$ cat config.mk
export PLATFORM = sky130hd
export DESIGN_NAME = keyword_lexer_byte_stream
export DESIGN_NICKNAME = d
export VERILOG_FILES = /design/src/klex_pkg.sv /design/src/keyword_lexer_byte_stream.sv
export SDC_FILE = /design/constraint.sdc
export NUM_CORES = 1
export LEC_CHECK = 0
export ABC_AREA = 0
export BUFFER_PORTS_ARGS = -buffer_cell sky130_fd_sc_hd__buf_4
export CELL_PAD_IN_SITES_DETAIL_PLACEMENT = 0
export CELL_PAD_IN_SITES_GLOBAL_PLACEMENT = 1
export CORE_ASPECT_RATIO = 2
export CORE_UTILIZATION = 42
export DETAILED_ROUTE_END_ITERATION = 8
export GPL_TIMING_DRIVEN = 0
export HOLD_SLACK_MARGIN = 0.1
export PLACE_DENSITY_LB_ADDON = 0.15
export REMOVE_ABC_BUFFERS = 1
export SYNTH_ARGS = -nofsm -noshare
export SYNTH_HDL_FRONTEND = slang
export SYNTH_SLANG_ARGS = --single-unit
$ cat constraint.sdc
create_clock -name clk -period 8.3 [get_ports clk]
set_clock_uncertainty 0.1 [all_clocks]
set_input_delay 1.245 -clock clk [delete_from_list [all_inputs] [get_ports clk]]
set_output_delay 1.245 -clock clk [all_outputs]
set_load 0.1 [all_outputs]
$ cat src/klex_pkg.sv
// klex_pkg: shared types, token kind codes and the keyword spelling table
// for the keyword lexer; used by keyword_lexer_byte_stream and klex_checker
// depends on nothing
package klex_pkg;

    // saturating counter width for line, column and token byte counts
    localparam int CNT_BITS = 16;
    localparam int OUT_BITS = 16;
    localparam int NUM_KW   = 20;
    localparam int KW_CHARS = 9;
    localparam int RES_MAX  = 3;
    localparam int Q_DEPTH  = 4;
    localparam int Q_PTR_BITS = $clog2(Q_DEPTH);
    localparam int Q_CNT_BITS = $clog2(Q_DEPTH + 1);

    typedef logic [CNT_BITS-1:0] cnt_t;
    typedef logic [5:0]          kind_t;

    // token kinds
    localparam kind_t K_END     = 6'd0;
    localparam kind_t K_ASSIGN  = 6'd1;
    localparam kind_t K_COMMA   = 6'd2;
    localparam kind_t K_DOT     = 6'd3;
    localparam kind_t K_PLUS    = 6'd4;
    localparam kind_t K_MINUS   = 6'd5;
    localparam kind_t K_STAR    = 6'd6;
    localparam kind_t K_DIV     = 6'd7;
    localparam kind_t K_PERCENT = 6'd8;
    localparam kind_t K_STRING  = 6'd9;
    localparam kind_t K_NUMBER  = 6'd10;
    localparam kind_t K_IDENT   = 6'd11;
    localparam kind_t K_COMMENT = 6'd12;
    localparam kind_t K_ERROR   = 6'd13;
    localparam kind_t K_KW0     = 6'd14;
    localparam kind_t K_LAST    = 6'd33;

    localparam cnt_t CNT_MAX = {CNT_BITS{1'b1}};
    localparam cnt_t CNT_ONE = cnt_t'(1);

    typedef struct packed {
        kind_t               kind;
        logic [OUT_BITS-1:0] line;
        logic [OUT_BITS-1:0] column;
        logic [OUT_BITS-1:0] length;
        logic                err;
        logic                last;
    } tok_t;

    // keyword spellings, right justified in each entry
    localparam logic [8*KW_CHARS-1:0] KW_TEXT [NUM_KW] = '{
        "start", "load", "clean", "split", "train", "evaluate", "show", "save",
        "create", "with", "into", "ratio", "path", "metric", "epochs", "type",
        "model", "data", "visualize", "plot"
    };
    localparam logic [3:0] KW_LEN [NUM_KW] = '{
        4'd5, 4'd4, 4'd5, 4'd5, 4'd5, 4'd8, 4'd4, 4'd4,
        4'd6, 4'd4, 4'd4, 4'd5, 4'd4, 4'd6, 4'd6, 4'd4,
        4'd5, 4'd4, 4'd9, 4'd4
    };

    // character at a position of a keyword, zero past its end
    function automatic logic [7:0] kw_char(input logic [4:0] k, input logic [3:0] pos);
        logic [3:0] len;
        logic [3:0] idx;
        len = KW_LEN[k];
        idx = len - pos - 4'd1;
        if (pos < len)
            return KW_TEXT[k][idx*8 +: 8];
        else
            return 8'd0;
    endfunction

    function automatic cnt_t sat_inc(input cnt_t x);
        return (x == CNT_MAX) ? x : x + CNT_ONE;
    endfunction

    function automatic cnt_t sub0(input cnt_t a, input cnt_t b);
        return (a >= b) ? a - b : '0;
    endfunction

    function automatic tok_t make_tok(
        input kind_t kind,
        input cnt_t  line,
        input cnt_t  col_after,
        input cnt_t  consumed,
        input cnt_t  len,
        input logic  err
    );
        tok_t t;
        t.kind   = kind;
        t.line   = OUT_BITS'(line);
        t.column = OUT_BITS'(sub0(col_after, consumed));
        t.length = OUT_BITS'(len);
        t.err    = err;
        t.last   = 1'b0;
        return t;
    endfunction

endpackage

$ cat src/keyword_lexer_byte_stream.sv
// keyword_lexer_byte_stream: byte-serial lexer with keyword matching
// one scan step per accepted request, results queued and drained one per cycle while tok_stall is low
// depends on klex_pkg
//
//   channel | direction | handshake           | payload
//   --------+-----------+---------------------+------------------------------------------
//   src     | in        | src_valid/src_stall | source_byte, end_of_source
//   tok     | out       | tok_valid/tok_stall | token_kind, token_line, token_column,
//           |           |                     | token_length, error_seen, last_of_run
//
// a src request is scanned in the cycle it is accepted: the scan state updates at
// that edge and its zero to three tokens land in a four-entry result queue
// tokens leave the queue at one per cycle while tok_stall is low, so the sustained rate is
// one request per cycle while each request yields at most one token, and set by the
// queue drain when requests yield more
// src_stall is high while the queue holds two or more tokens, i.e. when it could
// not take a full three-token burst; it comes from a register only
// tok_stall holds the queue head in place; src keeps flowing until the queue holds two or more tokens
// rst_n clears the scan state (line and column one, idle mode) and empties the queue
module keyword_lexer_byte_stream (
    input  logic                    clk,
    input  logic                    rst_n,
    input  logic                    src_valid,
    output logic                    src_stall,
    input  logic [7:0]              source_byte,
    input  logic                    end_of_source,
    output logic                    tok_valid,
    input  logic                    tok_stall,
    output klex_pkg::kind_t         token_kind,
    output logic [15:0]             token_line,
    output logic [15:0]             token_column,
    output logic [15:0]             token_length,
    output logic                    error_seen,
    output logic                    last_of_run
);
    import klex_pkg::*;

    // scan modes
    localparam logic [3:0] M_IDLE    = 4'd0;
    localparam logic [3:0] M_INT     = 4'd1;
    localparam logic [3:0] M_DOT     = 4'd2;
    localparam logic [3:0] M_FRAC    = 4'd3;
    localparam logic [3:0] M_IDENT   = 4'd4;
    localparam logic [3:0] M_STRING  = 4'd5;
    localparam logic [3:0] M_COMMENT = 4'd6;
    localparam logic [3:0] M_SLASH   = 4'd7;

    // scan state
    logic [3:0]        mode_reg,  mode_next;
    logic              qsgl_reg,  qsgl_next;
    cnt_t              line_reg,  line_next;
    cnt_t              col_reg,   col_next;
    cnt_t              tlen_reg,  tlen_next;
    logic [NUM_KW-1:0] kw_reg,    kw_next;
    logic              err_reg,   err_next;

    // result queue
    tok_t                  q_reg [Q_DEPTH];
    logic [Q_PTR_BITS-1:0] wr_reg, rd_reg;
    logic [Q_CNT_BITS-1:0] cnt_reg, cnt_next;

    tok_t        res [RES_MAX];
    logic [1:0]  nres;
    logic        src_acc, tok_acc;
    logic        do_close, do_idle;
    logic        is_digit, is_alpha, is_ws, is_ctrl, close_quote;
    kind_t       id_kind, punct_kind;
    logic        is_punct;
    logic [NUM_KW-1:0] kw_match;
    logic [NUM_KW-1:0] kw_first;

    assign src_acc   = src_valid && !src_stall;
    assign tok_acc   = tok_valid && !tok_stall;
    assign src_stall = (cnt_reg > Q_CNT_BITS'(Q_DEPTH - RES_MAX));

    // byte classes
    assign is_digit = (source_byte >= "0") && (source_byte <= "9");
    assign is_alpha = ((source_byte >= "a") && (source_byte <= "z"))
                   || ((source_byte >= "A") && (source_byte <= "Z"))
                   || (source_byte == "_");
    assign is_ws    = (source_byte == " ") || (source_byte == 8'h09) || (source_byte == 8'h0D);
    assign is_ctrl  = (source_byte < 8'd32) || (source_byte == 8'd127);
    assign close_quote = qsgl_reg ? (source_byte == 8'h27) : (source_byte == 8'h22);

    always_comb
    begin
        is_punct   = 1'b1;
        punct_kind = K_ERROR;
        unique case (source_byte)
            "=":     punct_kind = K_ASSIGN;
            ",":     punct_kind = K_COMMA;
            ".":     punct_kind = K_DOT;
            "+":     punct_kind = K_PLUS;
            "-":     punct_kind = K_MINUS;
            "*":     punct_kind = K_STAR;
            "%":     punct_kind = K_PERCENT;
            default: is_punct = 1'b0;
        endcase
    end

    // keyword candidate narrowing; at identifier start the mask holds the keywords whose first character matches
    always_comb
    begin
        for (int k = 0; k < NUM_KW; k++)
        begin
            kw_match[k] = (tlen_reg < cnt_t'(KW_CHARS))
                       && (kw_char(5'(k), 4'(tlen_reg)) == source_byte);
            kw_first[k] = (kw_char(5'(k), 4'd0) == source_byte);
        end
    end

    // identifier kind: lowest keyword still a candidate whose spelling ends here
    always_comb
    begin
        id_kind = K_IDENT;
        for (int k = NUM_KW - 1; k >= 0; k--)
        begin
            if (kw_reg[k] && (tlen_reg <= cnt_t'(KW_CHARS))
                && (kw_char(5'(k), 4'(tlen_reg)) == 8'd0))
                id_kind = K_KW0 + 6'(k);
        end
    end

    // one scan step: close the open token if needed, then restart from idle or end
    always_comb
    begin
        mode_next = mode_reg;
        qsgl_next = qsgl_reg;
        line_next = line_reg;
        col_next  = col_reg;
        tlen_next = tlen_reg;
        kw_next   = kw_reg;
        err_next  = err_reg;
        nres      = 2'd0;
        res       = '{default: '0};
        do_close  = 1'b0;
        do_idle   = 1'b0;

        if (end_of_source)
        begin
            do_close = 1'b1;
        end
        else
        begin
            unique case (mode_reg)
                M_INT:
                begin
                    if (is_digit)
                    begin
                        col_next  = sat_inc(col_reg);
                        tlen_next = sat_inc(tlen_reg);
                    end
                    else if (source_byte == ".")
                    begin
                        col_next  = sat_inc(col_reg);
                        mode_next = M_DOT;
                    end
                    else
                    begin
                        do_close = 1'b1;
                        do_idle  = 1'b1;
                    end
                end
                M_DOT:
                begin
                    // digit after the dot: the dot joins the number
                    if (is_digit)
                    begin
                        col_next  = sat_inc(col_reg);
                        tlen_next = sat_inc(sat_inc(tlen_reg));
                        mode_next = M_FRAC;
                    end
                    else
                    begin
                        do_close = 1'b1;
                        do_idle  = 1'b1;
                    end
                end
                M_FRAC:
                begin
                    if (is_digit)
                    begin
                        col_next  = sat_inc(col_reg);
                        tlen_next = sat_inc(tlen_reg);
                    end
                    else
                    begin
                        do_close = 1'b1;
                        do_idle  = 1'b1;
                    end
                end
                M_IDENT:
                begin
                    if (is_alpha || is_digit)
                    begin
                        kw_next   = kw_reg & kw_match;
                        col_next  = sat_inc(col_reg);
                        tlen_next = sat_inc(tlen_reg);
                    end
                    else
                    begin
                        do_close = 1'b1;
                        do_idle  = 1'b1;
                    end
                end
                M_STRING:
                begin
                    if (close_quote)
                    begin
                        col_next  = sat_inc(col_reg);
                        tlen_next = sat_inc(tlen_reg);
                        res[nres] = make_tok(K_STRING, line_reg, col_next, tlen_next,
                                             sub0(tlen_next, cnt_t'(2)), err_reg);
                        nres      = nres + 2'd1;
                        mode_next = M_IDLE;
                    end
                    else
                    begin
                        // newline in a string: column restarts at one, then counts it
                        if (source_byte == 8'h0A)
                        begin
                            line_next = sat_inc(line_reg);
                            col_next  = sat_inc(CNT_ONE);
                        end
                        else
                        begin
                            col_next = sat_inc(col_reg);
                        end
                        tlen_next = sat_inc(tlen_reg);
                    end
                end
                M_COMMENT:
                begin
                    if (source_byte == 8'h0A)
                    begin
                        do_close = 1'b1;
                        do_idle  = 1'b1;
                    end
                    else
                    begin
                        col_next  = sat_inc(col_reg);
                        tlen_next = sat_inc(tlen_reg);
                    end
                end
                M_SLASH:
                begin
                    if (source_byte == "/")
                    begin
                        col_next  = sat_inc(col_reg);
                        tlen_next = cnt_t'(2);
                        mode_next = M_COMMENT;
                    end
                    else
                    begin
                        do_close = 1'b1;
                        do_idle  = 1'b1;
                    end
                end
                default:
                begin
                    // idle and unused codes
                    do_idle = 1'b1;
                end
            endcase
        end

        // flush the open token; counters are still those before this byte
        if (do_close)
        begin
            unique case (mode_reg)
                M_INT, M_FRAC:
                begin
                    res[nres] = make_tok(K_NUMBER, line_reg, col_reg, tlen_reg,
                                         tlen_reg, err_next);
                    nres      = nres + 2'd1;
                end
                M_DOT:
                begin
                    res[nres] = make_tok(K_NUMBER, line_reg, sub0(col_reg, CNT_ONE),
                                         tlen_reg, tlen_reg, err_next);
                    nres      = nres + 2'd1;
                    res[nres] = make_tok(K_DOT, line_reg, col_reg, CNT_ONE, CNT_ONE,
                                         err_next);
                    nres      = nres + 2'd1;
                end
                M_IDENT:
                begin
                    res[nres] = make_tok(id_kind, line_reg, col_reg, tlen_reg,
                                         tlen_reg, err_next);
                    nres      = nres + 2'd1;
                end
                M_COMMENT:
                begin
                    res[nres] = make_tok(K_COMMENT, line_reg, col_reg, tlen_reg,
                                         sub0(tlen_reg, cnt_t'(2)), err_next);
                    nres      = nres + 2'd1;
                end
                M_SLASH:
                begin
                    res[nres] = make_tok(K_DIV, line_reg, col_reg, CNT_ONE, CNT_ONE,
                                         err_next);
                    nres      = nres + 2'd1;
                end
                M_STRING:
                begin
                    // unterminated string at end of text
                    if (end_of_source)
                    begin
                        err_next  = 1'b1;
                        res[nres] = make_tok(K_ERROR, line_reg, col_reg, tlen_reg,
                                             sub0(tlen_reg, CNT_ONE), 1'b1);
                        nres      = nres + 2'd1;
                    end
                end
                default:
                begin
                end
            endcase
            mode_next = M_IDLE;
        end

        if (end_of_source)
        begin
            res[nres] = make_tok(K_END, line_reg, col_reg, '0, '0, err_next);
            nres      = nres + 2'd1;
            // back to reset state for the next text
            mode_next = M_IDLE;
            qsgl_next = 1'b0;
            line_next = CNT_ONE;
            col_next  = CNT_ONE;
            tlen_next = '0;
            kw_next   = '0;
            err_next  = 1'b0;
        end
        else if (do_idle)
        begin
            mode_next = M_IDLE;
            col_next  = sat_inc(col_reg);
            priority if (source_byte == 8'h0A)
            begin
                line_next = sat_inc(line_reg);
                col_next  = CNT_ONE;
            end
            else if (is_ws)
            begin
            end
            else if (is_ctrl)
            begin
                err_next = 1'b1;
            end
            else if (is_punct)
            begin
                res[nres] = make_tok(punct_kind, line_reg, col_next, CNT_ONE, CNT_ONE,
                                     err_next);
                nres      = nres + 2'd1;
            end
            else if (source_byte == "/")
            begin
                mode_next = M_SLASH;
                tlen_next = CNT_ONE;
            end
            else if ((source_byte == 8'h22) || (source_byte == 8'h27))
            begin
                mode_next = M_STRING;
                qsgl_next = (source_byte == 8'h27);
                tlen_next = CNT_ONE;
            end
            else if (is_digit)
            begin
                mode_next = M_INT;
                tlen_next = CNT_ONE;
            end
            else if (is_alpha)
            begin
                mode_next = M_IDENT;
                tlen_next = CNT_ONE;
                kw_next   = kw_first;
            end
            else
            begin
                // unknown printable or high byte
                err_next  = 1'b1;
                res[nres] = make_tok(K_ERROR, line_reg, col_next, CNT_ONE, CNT_ONE,
                                     1'b1);
                nres      = nres + 2'd1;
            end
        end

        if (nres != 2'd0)
            res[nres - 2'd1].last = 1'b1;
    end

    always_ff @(posedge clk or negedge rst_n)
    begin
        if (!rst_n)
        begin
            mode_reg <= M_IDLE;
            qsgl_reg <= 1'b0;
            line_reg <= CNT_ONE;
            col_reg  <= CNT_ONE;
            tlen_reg <= '0;
            kw_reg   <= '0;
            err_reg  <= 1'b0;
        end
        else if (src_acc)
        begin
            mode_reg <= mode_next;
            qsgl_reg <= qsgl_next;
            line_reg <= line_next;
            col_reg  <= col_next;
            tlen_reg <= tlen_next;
            kw_reg   <= kw_next;
            err_reg  <= err_next;
        end
    end

    // result queue bookkeeping
    always_comb
    begin
        cnt_next = cnt_reg;
        if (src_acc)
            cnt_next = cnt_next + Q_CNT_BITS'(nres);
        if (tok_acc)
            cnt_next = cnt_next - Q_CNT_BITS'(1);
    end

    always_ff @(posedge clk or negedge rst_n)
    begin
        if (!rst_n)
        begin
            wr_reg  <= '0;
            rd_reg  <= '0;
            cnt_reg <= '0;
        end
        else
        begin
            cnt_reg <= cnt_next;
            if (src_acc)
                wr_reg <= wr_reg + Q_PTR_BITS'(nres);
            if (tok_acc)
                rd_reg <= rd_reg + Q_PTR_BITS'(1);
        end
    end

    always_ff @(posedge clk)
    begin
        if (src_acc)
        begin
            for (int i = 0; i < RES_MAX; i++)
            begin
                if (2'(i) < nres)
                    q_reg[wr_reg + Q_PTR_BITS'(i)] <= res[i];
            end
        end
    end

    assign tok_valid    = (cnt_reg != '0);
    assign token_kind   = q_reg[rd_reg].kind;
    assign token_line   = q_reg[rd_reg].line;
    assign token_column = q_reg[rd_reg].column;
    assign token_length = q_reg[rd_reg].length;
    assign error_seen   = q_reg[rd_reg].err;
    assign last_of_run  = q_reg[rd_reg].last;

endmodule

==> results of run 1 <==
metrics by stage:
stage | power, mW | setup TNS [ps] | hold WS (ps)
after global placement | 11.5 | -1192390 | 385
final | 13.4 | 0 | 419
after floorplan | 8.64 | -51980 | 361
after CTS | 13.2 | 0 | 408
after detailed placement | 11.7 | -350 | 391
after global routing | 14.0 | 0 | 442
worst max-delay path, delay by kind of cell, from the launching register on:
kind / cells / cell delay, ps
compound gates: 6 / 2330
flops: 1 / 670
fa+ha+maj: 2 / 840
simple gates: 8 / 2560
xor+xnor: 1 / 1160
worst max-delay path by stage:
| stage | from | slack [ps] | end |
|---|---|---|---|
| global placement | source_byte[0] | -5100 | q_reg[0][16] |
| global route | col_reg[1] | 170 | q_reg[3][24] |
| floorplan | source_byte[4] | -360 | q_reg[0][0] |
| CTS | source_byte[0] | 550 | q_reg[0][47] |
| finish | col_reg[1] | 430 | q_reg[3][22] |
| detailed placement | source_byte[1] | -50 | q_reg[0][38] |
Yosys cell counts (25+ instances only):
cell	instances
a211oi_1	32
a21o_1	25
a21oi_1	216
a221o_1	28
a22oi_1	36
a31oi_1	39
and2_1	67
and3_1	32
buf_1	26
buf_2	27
clkbuf_1	152
dfrtp_1	78
edfxtp_1	224
ha_1	90
inv_1	73
mux4_2	56
nand2_1	309
nand2b_1	36
nand3_1	76
nand4_1	44
nor2_1	321
nor2b_1	37
nor3_1	95
nor4_1	29
o211ai_1	32
o21ai_0	253
o221ai_1	47
o22ai_1	36
xnor2_1	106
xor2_1	48
power by group through the flow:
stage	registers, mW	logic [mW]	clock network [mW]
after CTS	2.34	9.36	1.46
after global placement	2.54	9.00	0
after detailed placement	2.37	9.32	0
after global routing	2.38	10.1	1.51
final	2.35	9.64	1.45
after floorplan	2.35	6.29	0
final cells by class:
class | count | area share [%]
clock inverter | 15 | 0.653
sequential | 304 | 30.8
antenna | 3 | 0.0265
inverter | 85 | 1.13
timing repair buffer | 94 | 3.51
tap | 786 | 3.47
clock buffer | 39 | 2.80
multi-input combinational | 2462 | 57.6
per-layer routing:
metal / routed length, um / GRT usage, % / vias to the layer above / part of all wire [%]
li1: - / - / 11400 / -
met4: 15400 / 39.3 / 0 / 13
met1: 37600 / 35.9 / 12700 / 31
met3: 8830 / 7.68 / 565 / 7.2
met5: 0 / 0 / - / 0
met2: 60100 / 66.3 / 1468 / 49
kinds of logic (layout without fill, tap and decap cells):
group	after synthesis	after routing
xor gates and xnor gates	154	154
AOI/OAI and AO/OA	973	973
DFF	304	304
adders and majority gates	94	94
and+or+nand+nor	1163	1163
muxes	78	78
buffers and inverters	297	233
other	0	3
==> qor.csv, run 1 <==
stage,metric,value,unit
worst_setup_path,cp_cell_sequence,ha_1 -> and3_1 -> nand2_1 -> nor2_1 -> nor4_1 -> xor2_1 -> ha_1 -> nand4_1 -> nor2_1 -> o211ai_1 -> a311oi_1 -> o21ai_1 -> nor3_1 -> o211ai_1 -> a32oi_1 -> nand2_1 -> o211ai_1,
cts,htreeDepth,1,
final_layout,n_fill_cell,6034,
global_route,grt_start_max_net_pins,81,
routing,drc,0,
yosys,yosysSeqAreaShare,33.4,%
yosys,synth_area_leaders,"edfxtp_1 26%, dfrtp_1 7.5%, o21ai_0 4.8%",
power,power-per-cell-area,474,mW/mm2
yosys,syn_inst,3063,
yosys,ys_types,102,
yosys,synth_xor_xnor_area_share,5.16,%
worst_setup_path,cp.required,8640,ps
global_route,grtUsageTotal,38.2,%
cts,cts_tree,yes,
cts,clkSinkCount,304,
global_route,overflow,0,
final_layout,regArea,0.00874,mm2
routing,drt_iter0_markers,2489,
final_layout,largest_reg_flops,224,
routing,ant_nets,0,
final_layout,layout_common_cells,"320 x nor2_1, 308 x nand2_1, 250 x o21ai_0",
yosys,synth_top_area_share,25.7,%
worst_setup_path,startpoint_type,register,
worst_setup_path,r2r_cells,17,
final_layout,multi_input_area,0.0163,mm2
yosys,synth_top_family_by_area,compound AO/OA/AOI/OAI gates,
yosys,yosys.area.top_type,edfxtp_1,
min_path,hold_path_class,reg -> reg,
place,gp_congestion,1.04,
place,placed_cell_area,0.0273,mm2
cts,clk_latency,640,ps
power,switchingPower,7.76,mW
yosys,synth_seq_cells,304,
place,portBuffers,70,
final_layout,fin_nets,3083,
die,io_pins,71,
cts,postCtsHoldBufs,0,
cts,clockBufferDepth,3,
place,dpl.hpwl,91.7,mm
sta,final-hold-violation-count,0,
final_layout,drive_above_1_share,9.30,%
sta,relSlewSlack,-1.64,%
place,place_inst,3729,
worst_setup_path,worstPathArrival,8210,ps
sta,worst_pin_slew,1520,ps
final_layout,final_area,0.0284,mm2
min_path,hold_end,kw_reg[2],
sta,setup_viol,0,
min_path,hold_start,kw_reg[2],
sta,timing.final.crit_period,7870,ps
global_route,grt_antenna_before_repair,3,
worst_setup_path,crit_top_cell,o211ai_1,
cts,post_cts_buffers,0,
sta,fin_ws,428,ps
cts,postCtsResizedCells,0,
yosys,synth_edf_count,224,
routing,drt_wl_total,122,mm
cts,numCtsBuffers,29,
power,p_clk_share,10.8,%
routing,drtPass1Iterations,6,
final_layout,instances_no_fill,3788,
die,coreArea,0.0617,mm2
final_layout,mostFrequentLayoutCell,nor2_1,
power,ir_worst_vdd,249,uV
power,intPower,5.67,mW
power,seq_power_share,17.5,%
sta,fmax,127,MHz
sta,fin_crit_sh,94.8,%
run_status,failed_checks,"max-capacitance violations, max-slew violations",
die,die_area,0.0633,mm2
worst_setup_path,crit_path_end_kind,register,
power,comb_power_share,71.8,%
worst_setup_path,slowest_delay,1160,ps
run,max-cap-violations,5,
worst_setup_path,cpMaxStageDelayCell,xor2_1,
global_route,grt_pass1_vias,25900,
yosys,synthMuxAreaShare,5.73,%
sta,drv_slew,11,
final_layout,fin_util,46.0,%
yosys,syn_avg_cell_area,8.53,um2
die,die_w,178,um
yosys,synthSimpleGateAreaFrac,21.7,%
yosys,async_flop_share,26.3,%
yosys,ys.flop_type,edfxtp_1,
die,core.rowCount,129,
worst_setup_path,cp_max_fo,14,
global_route,grt_first_pass_wirelength,175,mm
cts,root_buffer,clkbuf_16,
run_status,status,"finished, violations left",
yosys,synthAdderAreaFrac,4.61,%
power,leakage,10.0,nW
final_layout,area_growth,8.49,%
min_path,min_path_cells,2,
yosys,ys_warn_count,0,
yosys,syn_area,0.0261,mm2
worst_setup_path,crit_type,reg -> reg,
worst_setup_path,r2r-start,col_reg[1],
yosys,synth_compound_area_share,24.8,%
routing,avgRoutedWirePerCell,32.2,um
worst_setup_path,r2r-end,q_reg[3][22],
power,p_sw_share,57.8,%
die,initial_utilization,42.4,%
place,dp_slack,-45.5,ps
die,die_h,355,um
sta,rsz0062_at_grt,no,
routing,route.vias.total,26100,
worst_setup_path,r2r_slack,430,ps
cts,clk_pin_slew_worst_paths,80,ps
routing,routed_via_density,6.90,
No activity file was read; power rests on OpenSTA's default activity.
==> run 2: changes to the inputs <==
--- a/config.mk
+++ b/config.mk
@@ -9,7 +9,7 @@
 export BUFFER_PORTS_ARGS = -buffer_cell sky130_fd_sc_hd__buf_4
 export CELL_PAD_IN_SITES_DETAIL_PLACEMENT = 0
 export CELL_PAD_IN_SITES_GLOBAL_PLACEMENT = 1
-export CORE_ASPECT_RATIO = 2
+export CORE_ASPECT_RATIO = 1.75
 export CORE_UTILIZATION = 42
 export DETAILED_ROUTE_END_ITERATION = 8
 export GPL_TIMING_DRIVEN = 0
==> run 2 against run 1 <==
Against the previous run: combinational power decreased by 1%; wire length decreased by 5.4%; worst setup slack improved by 41 ps; sequential share of layout area about the same; largest cell class unchanged; cell count increased by 0.32%; worst hold slack got worse by 9.0 ps; via count decreased by 1.4%; the flow now finishes without violations; sequential power about the same.
==> qor.csv, run 2 (synthesized netlist as in run 1, its figures left out) <==
stage,metric,value,unit,change
worst_setup_path,crit_path_end_kind,register,,unchanged
worst_setup_path,crit_top_cell,o211ai_1,,unchanged
global_route,grt_antenna_before_repair,3,,unchanged
power,seq_power_share,17.8,%,was 17.5%
final_layout,mostFrequentLayoutCell,nor2_1,,unchanged
min_path,hold_end,kw_reg[16],,was kw_reg[2]
final_layout,layout_common_cells,"319 x nor2_1, 308 x nand2_1, 250 x o21ai_0",,"was 320 x nor2_1, 308 x nand2_1, 250 x o21ai_0"
routing,drc,0,,unchanged
final_layout,drive_above_1_share,9.62,%,was 9.30%
die,core.rowCount,120,,was 129
cts,postCtsHoldBufs,0,,unchanged
worst_setup_path,cp.required,8630,ps,was 8640 ps
routing,routed_via_density,6.78,,was 6.90
die,die_w,191,um,was 178 um
place,dpl.hpwl,85.9,mm,was 91.7 mm
sta,setup_viol,0,,unchanged
cts,root_buffer,clkbuf_16,,unchanged
min_path,hold_start,kw_reg[16],,was kw_reg[2]
worst_setup_path,r2r-end,q_reg[3][22],,unchanged
worst_setup_path,r2r_slack,470,ps,was 430 ps
power,ir_worst_vdd,569,uV,was 249 uV
die,coreArea,0.0614,mm2,was 0.0617 mm2
routing,drt_wl_total,115,mm,was 122 mm
sta,fin_crit_sh,94.3,%,was 94.8%
final_layout,area_growth,8.54,%,was 8.49%
cts,htreeDepth,1,,unchanged
power,power-per-cell-area,467,mW/mm2,was 474 mW/mm2
global_route,grt_pass1_vias,25300,,was 25900
worst_setup_path,slowest_delay,1120,ps,was 1160 ps
die,die_h,332,um,was 355 um
final_layout,fin_nets,3088,,was 3083
min_path,hold_path_class,reg -> reg,,unchanged
sta,rsz0062_at_grt,no,,unchanged
sta,worst_pin_slew,1450,ps,was 1520 ps
routing,route.vias.total,25800,,was 26100
final_layout,final_area,0.0284,mm2,about the same
die,die_area,0.0633,mm2,about the same
power,intPower,5.64,mW,was 5.67 mW
routing,avgRoutedWirePerCell,30.3,um,was 32.2 um
global_route,overflow,0,,unchanged
place,place_inst,3741,,was 3729
sta,drv_slew,0,,was 11
run,max-cap-violations,0,,was 5
cts,clk_latency,610,ps,was 640 ps
power,p_clk_share,10.5,%,was 10.8%
sta,fmax,128,MHz,was 127 MHz
sta,whs,410,ps,was 419 ps
place,placed_cell_area,0.0274,mm2,was 0.0273 mm2
cts,clk_pin_slew_worst_paths,80,ps,about the same
die,initial_utilization,42.6,%,was 42.4%
final_layout,largest_reg_flops,224,,unchanged
worst_setup_path,r2r-start,tlen_reg[3],,was col_reg[1]
worst_setup_path,worstPathArrival,8160,ps,was 8210 ps
place,portBuffers,70,,unchanged
sta,tns,0,ps,unchanged
worst_setup_path,r2r_cells,16,,was 17
global_route,grtUsageTotal,35.9,%,was 38.2%
worst_setup_path,cp_max_fo,25,,was 14
routing,drtPass1Iterations,6,,unchanged
cts,postCtsResizedCells,0,,unchanged
worst_setup_path,cpMaxStageDelayCell,dfrtp_1,,was xor2_1
final_layout,instances_no_fill,3800,,was 3788
cts,clkSinkCount,304,,unchanged
cts,post_cts_buffers,0,,unchanged
power,comb_power_share,71.8,%,about the same
sta,timing.final.crit_period,7830,ps,was 7870 ps
place,gp_congestion,1.05,,was 1.04
final_layout,n_fill_cell,6006,,was 6034
worst_setup_path,startpoint_type,register,,unchanged
global_route,grt_start_max_net_pins,81,,unchanged
die,io_pins,71,,unchanged
sta,final-hold-violation-count,0,,unchanged
power,p_sw_share,57.4,%,was 57.8%
min_path,min_path_cells,2,,unchanged
worst_setup_path,cp_cell_sequence,ha_1 -> nand3_1 -> nor3_1 -> nand2_1 -> a21oi_1 -> fa_1 -> a211oi_1 -> o21ai_0 -> o211ai_1 -> a311oi_1 -> o21ai_1 -> nor3_1 -> o211ai_1 -> a32oi_1 -> nand2_1 -> o211ai_1,,was ha_1 -> and3_1 -> nand2_1 -> nor2_1 -> nor4_1 -> xor2_1 -> ha_1 -> nand4_1 -> nor2_1 -> o211ai_1 -> a311oi_1 -> o21ai_1 -> nor3_1 -> o211ai_1 -> a32oi_1 -> nand2_1 -> o211ai_1
power,leakage,10.0,nW,about the same
global_route,grt_first_pass_wirelength,168,mm,was 175 mm
routing,drt_iter0_markers,2355,,was 2489
sta,relSlewSlack,3.22,%,was -1.64%
cts,cts_tree,yes,,unchanged
cts,clockBufferDepth,3,,unchanged
run_status,status,"finished, final reports clean",,"was finished, violations left"
cts,numCtsBuffers,30,,was 29
worst_setup_path,crit_type,reg -> reg,,unchanged
power,switchingPower,7.61,mW,was 7.76 mW
routing,ant_nets,0,,unchanged
[run 2: changes by cell type in the layout (fill, tap and decap cells not counted), sizes merged]
cell      before  now
diode          3    2
clkinv        17   22
bufinv         3    0
clkinvlp       0    1
buf           94   98
inv           80   79
[run 2: cell type report]
cell class / instances / area [um2] / area share, %
Clock inverter: 17 / 119 / 0.419
Tap cell: 793 / 992 / 3.50
Multi-Input combinational cell: 2462 / 16300 / 57.6
Clock buffer: 39 / 856 / 3.02
Sequential cell: 304 / 8740 / 30.8
Antenna cell: 2 / 5.00 / 0.0176
Timing Repair Buffer: 98 / 1010 / 3.56
Inverter: 85 / 319 / 1.12
[run 2: worst max path at each step]
stage	from	endpoint	slack, ps	cells after the start
after floorplan	source_byte[4]	q_reg[0][0]	-360	12
after global placement	source_byte[1]	q_reg[1][9]	-5250	10
after detailed placement	source_byte[4]	q_reg[2][38]	380	14
after CTS	tlen_reg[3]	q_reg[3][22]	790	16
after global routing	tlen_reg[3]	q_reg[3][22]	200	16
final	tlen_reg[3]	q_reg[3][22]	470	16
[run 2: critical path, delay by kind of cell (launching register included)]
family,cells,cell delay (ps)
fa+ha+maj,2,890
compound gates,9,3390
simple gates,5,2140
flops,1,1120
[run 2: power by group through the flow]
stage                     Clock [mW]  Combinational [mW]  Sequential (mW)
after floorplan                    0                6.29             2.35
after global placement             0                8.95             2.55
after detailed placement           0                9.26             2.38
after CTS                       1.40                9.29             2.35
after global routing            1.44                10.0             2.38
final                           1.39                9.51             2.36
[run 2: per-stage QoR]
step                power [mW]  setup slack (ps)  utilization, %
floorplan                 8.64              -361               -
global placement          11.5             -5250            43.6
detailed placement        11.6               383            44.6
CTS                       13.0               788            46.1
global route              13.8               198            46.2
finish                    13.2               469            46.2
[run 2: per-layer routing]
metal  global-route usage [%]  vias to the layer above  wire (um)
li1                         -                    11400          -
met1                     38.4                    12600      40100
met2                     63.9                     1280      58700
met3                     4.98                      433       7040
met4                     25.5                        6       9390
met5                        0                        -         32
